<file path="config.mk">
export PLATFORM = sky130hd
export DESIGN_NAME = dlm_mod
export DESIGN_NICKNAME = d
export VERILOG_FILES = /design/src/hdl/assert_macros.svh /design/src/hdl/dlm_pkg.sv /design/src/hdl/dlm_mod.sv
export SDC_FILE = /design/constraint.sdc
export NUM_CORES = 1
export LEC_CHECK = 0
export BUFFER_PORTS_ARGS = -buffer_cell sky130_fd_sc_hd__buf_2
export CAP_MARGIN = 0
export CORE_ASPECT_RATIO = 1.2
export CORE_MARGIN = 2
export CORE_UTILIZATION = 40
export DETAILED_ROUTE_END_ITERATION = 10
export SLEW_MARGIN = 15
export SYNTH_ARGS = -nofsm -noshare
export SYNTH_HDL_FRONTEND = slang
export SYNTH_SLANG_ARGS = --single-unit
</file>
<file path="constraint.sdc">
create_clock -name clk -period 1.2 [get_ports clk]
set_input_delay 0.24 -clock clk [delete_from_list [all_inputs] [get_ports clk]]
set_output_delay 0.24 -clock clk [all_outputs]
set_load 0.02 [all_outputs]
</file>
<file path="src/hdl/assert_macros.svh">
// Assertion macros for the RTL; delayed_line_memory includes them.
`ifndef ASSERT_MACROS_SVH
`define ASSERT_MACROS_SVH

// Same-cycle implication, sampled on clk, off while rst_n is low.
`define DLM_ASSERT_IMPL(label, pre, post, msg) \
    label: assert property (@(posedge clk) disable iff (!rst_n) (pre) |-> (post)) \
        else $error(msg);

// Next-cycle implication, sampled on clk, off while rst_n is low.
`define DLM_ASSERT_NEXT(label, pre, post, msg) \
    label: assert property (@(posedge clk) disable iff (!rst_n) (pre) |=> (post)) \
        else $error(msg);

`endif

</file>
<file path="src/hdl/dlm_pkg.sv">
// Types and constants of the delayed line memory.
package dlm_pkg;

    localparam int unsigned MEM_WORDS_DEF  = 32768;
    localparam int unsigned LINE_WORDS_DEF = 4;
    localparam int unsigned WORD_W         = 32;
    localparam int unsigned DELAY_W        = 8;
    localparam logic [DELAY_W-1:0] DELAY_RESET = 8'd3;

    localparam logic MODE_READ  = 1'b0;
    localparam logic MODE_WRITE = 1'b1;

    typedef enum logic [1:0] {
        ST_WAIT  = 2'd0,
        ST_DONE  = 2'd1,
        ST_ERROR = 2'd2
    } status_t;

    typedef enum logic [2:0] {
        S_CLEAR,
        S_IDLE,
        S_REDUCE,
        S_DECIDE,
        S_OFFSET,
        S_RD_ADDR,
        S_RD_DATA,
        S_EMIT
    } dlm_state_t;

    typedef struct packed {
        logic              mode;
        logic [1:0]        requester;
        logic [WORD_W-1:0] address;
        logic [WORD_W-1:0] write_data;
    } req_t;

    typedef struct packed {
        status_t            status;
        logic [WORD_W-1:0]  read_word;
        logic               last;
        logic               busy_res;
        logic [DELAY_W-1:0] cycles_left;
        logic [1:0]         owner_stage;
    } res_t;

    typedef struct packed {
        logic wr;
        logic rd;
    } mem_cmd_t;

endpackage

</file>
<file path="src/hdl/dlm_mod.sv">
// Remainder by a constant divisor: a mask for a power of two, else a reciprocal multiply.
module dlm_mod
    import dlm_pkg::*;
#(
    parameter int unsigned DIV  = 3,
    parameter int unsigned IN_W = 32,
    localparam int unsigned RES_W = (DIV > 1) ? $clog2(DIV) : 1
)(
    input  logic             clk,
    input  logic             rst_n,
    input  logic             start,
    input  logic [IN_W-1:0]  dividend,
    output logic             done,
    output logic [RES_W-1:0] rem
);

    localparam bit POW2 = ((DIV & (DIV - 1)) == 0);
    // (dividend * MULT) >> SHIFT is the exact quotient for every IN_W-bit dividend
    localparam int unsigned SHIFT  = IN_W + RES_W;
    localparam int unsigned PROD_W = 2 * IN_W + RES_W;
    localparam longint unsigned MULT_L = ((64'd1 << SHIFT) + 64'(DIV) - 64'd1) / 64'(DIV);
    localparam logic [IN_W:0] MULT = (IN_W + 1)'(MULT_L);
    localparam logic [RES_W-1:0] DIV_LO = RES_W'(DIV);
    localparam logic [RES_W-1:0] MASK = RES_W'(DIV - 1);

    logic              busy_reg;
    logic              done_reg;
    logic [RES_W-1:0]  low_reg;
    logic [PROD_W-1:0] prod_reg;
    logic [RES_W-1:0]  rem_reg;
    logic [RES_W-1:0]  quot_lo;

    assign quot_lo = prod_reg[SHIFT +: RES_W];

    always_ff @(posedge clk or negedge rst_n)
    begin
        if (!rst_n)
        begin
            busy_reg <= 1'b0;
            done_reg <= 1'b0;
        end
        else
        begin
            // a power of two reduces to a mask in the start cycle
            busy_reg <= start && !POW2;
            done_reg <= (start && POW2) || busy_reg;
        end
    end

    always_ff @(posedge clk)
    begin
        if (start)
        begin
            low_reg  <= dividend[RES_W-1:0];
            prod_reg <= PROD_W'(dividend) * PROD_W'(MULT);
        end
        if (start && POW2)
        begin
            rem_reg <= dividend[RES_W-1:0] & MASK;
        end
        else if (busy_reg)
        begin
            // the remainder fits RES_W bits, so low bits of the product suffice
            rem_reg <= low_reg - quot_lo * DIV_LO;
        end
    end

    assign done = done_reg;
    assign rem  = rem_reg;

endmodule

</file>
Yosys cells after proc, flatten, opt, wreduce, memory -nomap -nowiden
Index checks and enable logic that the tools add are counted.
Cells by class
  $add $sub $neg: 1
  $mul: 2
Operators by type and width (number)
  multiplier 32 x 32 -> 35 bit, second input constant: 1
  multiplier 2 x 1 -> 2 bit, second input constant: 1
  subtractor 2 bit: 1
Storage, ports and cells
  input port bits: 35
  register bits after elaboration: 41
  output and inout port bits: 3
  word-level logic and storage cells: 8

Depth between registers and ports, before layout
  depth after elaboration: 2
  depth in mapped cells: 23
  mapped depth without buffers: 23

Least setup slack after synthesis
OpenSTA, ideal clock, no wires.
  path type: input to register
  from: input dividend[5]
  to: register prod_reg[35], data pin
  path buffers: 0
  slack: -4.614 ns
  required time: 0.937 ns
  cell stages on the path: 20
  arrival time: 5.551 ns
  setup time: 0.263 ns
  cells stage by stage: ha_1 > xor2_1 > ha_1 > nor2_1 > fa_1 > fa_1 > inv_1 > fa_1 > fa_1 > fa_1 > inv_1 > fa_1 > inv_1 > ha_1 > and4_1 > and4_1 > a21boi_0 > a31oi_1 > o32ai_1 > xnor2_1
Between the ends
  longest elaborated chain between the ends: 1
Ends and longest elaborated chain
  from (decl): line dlm_mod.sv:12  | input logic [IN_W-1:0] dividend,
  multiplier 32 x 32 -> 35 bit: line dlm_mod.sv:55  | prod_reg <= PROD_W'(dividend) * PROD_W'(MULT);
  to (signal assigned): line dlm_mod.sv:55
  to (decl): line dlm_mod.sv:29  | logic [PROD_W-1:0] prod_reg;
Every way passes these cells.
A chain may end at the register's enable or synchronous reset.

Worst setup path in the final report
  from: input dividend[15]
  to: register prod_reg[35], data pin
The elaborated chain is that of the path after synthesis.

==> results.tsv <==
metric	value	unit
async_reset_ff_frac	0.2500	
synth-main-ff-cell	edfxtp_1	
worst_slack	-4437	ps
coreArea	22370	um^2
io_pins	38	
rows	60	
synth_top_cell_area_share	0.4576	
synth_nets	1329	
track_usage	0.2294	
grt_start_max_net_pins	10	
postRouteAntennaNets	0	
design.die.area	23980	um^2
cts_sinks	8	
synth-edff-count	6	
setup-violations-final	2	
die_w	141.7	um
use_met2	0.4259	
initial_core_util	0.4068	
postSynthAreaPerCell	10.32	um^2
hold_viol	0	
hpwl	24070	um
ys_ff_latch	8	
use_met3	0.01665	
rsz0062_at_grt	true	
fp.dieH	169.2	um
cap_violations	0	
finalCriticalPeriod	5637	ps
outcome	finished with violations	
tightest_slew	404.0	ps
max_freq	0.1774	GHz
vias	6329	
syn_inst	882	
worst-setup-path-type	in -> reg	
clock_latency	230	ps
clock_skew	3.267	ps
dpl_worst_slack	-4937	ps
failed_checks	negative setup slack	
cts_buffers	3	
cts-root-buf	clkbuf_16	
cp.arrival	5610	ps
drive_above_1_share	0.2746	
endpoint_kind	register	
routedWlPerCell	18.94	um
crit_fanout	4	
htree_num_levels	1	
diodes	0	
seq_area_frac_synth	0.02530	
yosys.area.top_type	fa_1	
min_period_over_period	4.698	
wl	25500	um
grt_pass1_wl	40840	um
slew_headroom	0.7295	
cts_tree	done	
gr-max-usage-layer	met2	
initialDrtViolationCount	181	
gp_congestion	0.9237	
port_buffers	37	
yosys_warnings	0	
worstPathRequired	1170	ps
clkTransAtPathRegs	40	ps
first_pass_iters	6	
num-nets-final	1515	
synthTopCellsByArea	fa_1 46%, ha_1 28%, inv_1 13%	
clock_path_buffers	2	
synth_cell_types	30	
antenna_found_initial	0	
crit_path_start_kind	input pin	
syn_to_final_growth	28.16	%
drc	0	
globalRouteOverflowTotal	0	
maxSlewViolCount	0	
syn_area	9100	um^2
min_path_type	in -> reg	
grt_pass1_vias	7509	
vias_per_cell	4.702	
grt_use_met1	0.2804	
==> synth_stat cells (5+ instances only) <==
cell,count
inv_1,324
fa_1,208
ha_1,204
xnor2_1,30
xor2_1,16
a21oi_1,15
nor2_1,12
nand2_1,11
o21ai_0,8
and2_1,6
edfxtp_1,6
and4_1,5
or2_2,5
==> cell usage in the layout (no fill, tap or decap), types with 4 or more instances in the layout <==
master	n
inv_1	313
fa_1	193
ha_1	158
buf_4	151
ha_4	37
xnor2_1	30
buf_2	22
fa_2	15
nand2_1	11
inv_2	10
a21oi_1	9
ha_2	9
xor2_1	8
nor2_1	7
xor2_4	6
a21oi_2	6
edfxtp_1	6
and2_1	5
nor2_4	5
o21ai_0	5
buf_6	5
or2_2	4
a21o_1	4
o211ai_1	4
==> what timing repair did <==
action / in CTS / in global routing
endpoints found under the setup margin: 2 / 2
setup buffers: 1 / 2
pin swaps: 44 / 36
gates resized for setup: 71 / 30
endpoints found under the hold margin: 2 / 0
hold buffers: 1 / 0
==> per-layer routing <==
metal	wire, um	share of wire
met5	0	0
met4	1104	0.043
met3	652	0.026
met2	13360	0.52
met1	10380	0.41
==> layout make-up <==
type                       instances  area, um^2
clock buffer                       4       78.83
fill                            2016       10710
inverter                         324        1219
multi-input combinational        549        8428
sequential                         8       230.2
tap                              279       349.1
timing repair buffer             182        1358
==> metrics by stage <==
stage | std cells | setup TNS, ps | util | cell area (um^2) | hold slack, ps
global placement | 1338 | -9630 | 0.4938 | 11050 | 25.96
finish | 1346 | -8857 | 0.5213 | 11660 | 203.9
detailed placement | 1338 | -9752 | 0.4938 | 11050 | 25.94
CTS | 1344 | -8761 | 0.5142 | 11500 | 208.6
floorplan | 882 | -8409 | - | 9459 | -55.59
global route | 1346 | -9107 | 0.5213 | 11660 | 203.6
==> cells by family after synthesis <==
family          after synthesis  synth area share
fa+ha+maj                   412            0.7381
simple gates                 51           0.02997
xor+xnor                     47           0.04675
buf+inv                     325            0.1341
compound gates               39           0.02585
flops                         8           0.02530
==> worst max-delay path: stages <==
cell and delay (ps):
buf_12 120, ha_4 300, inv_4 40, fa_1 510, fa_1 510, fa_1 510, inv_2 40, fa_2 600
fa_1 420, fa_1 530, inv_2 40, fa_1 520, inv_2 50, ha_4 260, and4_4 220, and4_4 240
a21boi_4 70, a31oi_4 160, o32ai_2 100, xnor2_1 130
==> final timing paths <==
kind,startpoint,end,cells after the start,slack [ps]
setup / recovery,dividend[15],prod_reg[35],20,-4440
hold / removal,start,busy_reg,1,200
setup reg to reg,low_reg[0],rem[1],3,110
hold reg to reg,busy_reg,done,0,420
max in group asynchronous,rst_n,done,2,770
min in group asynchronous,rst_n,busy_reg,2,340
Power is left out: the tool's default activity adds up to more than one toggle a clock period on the data nets, which glitch-free logic cannot reach.
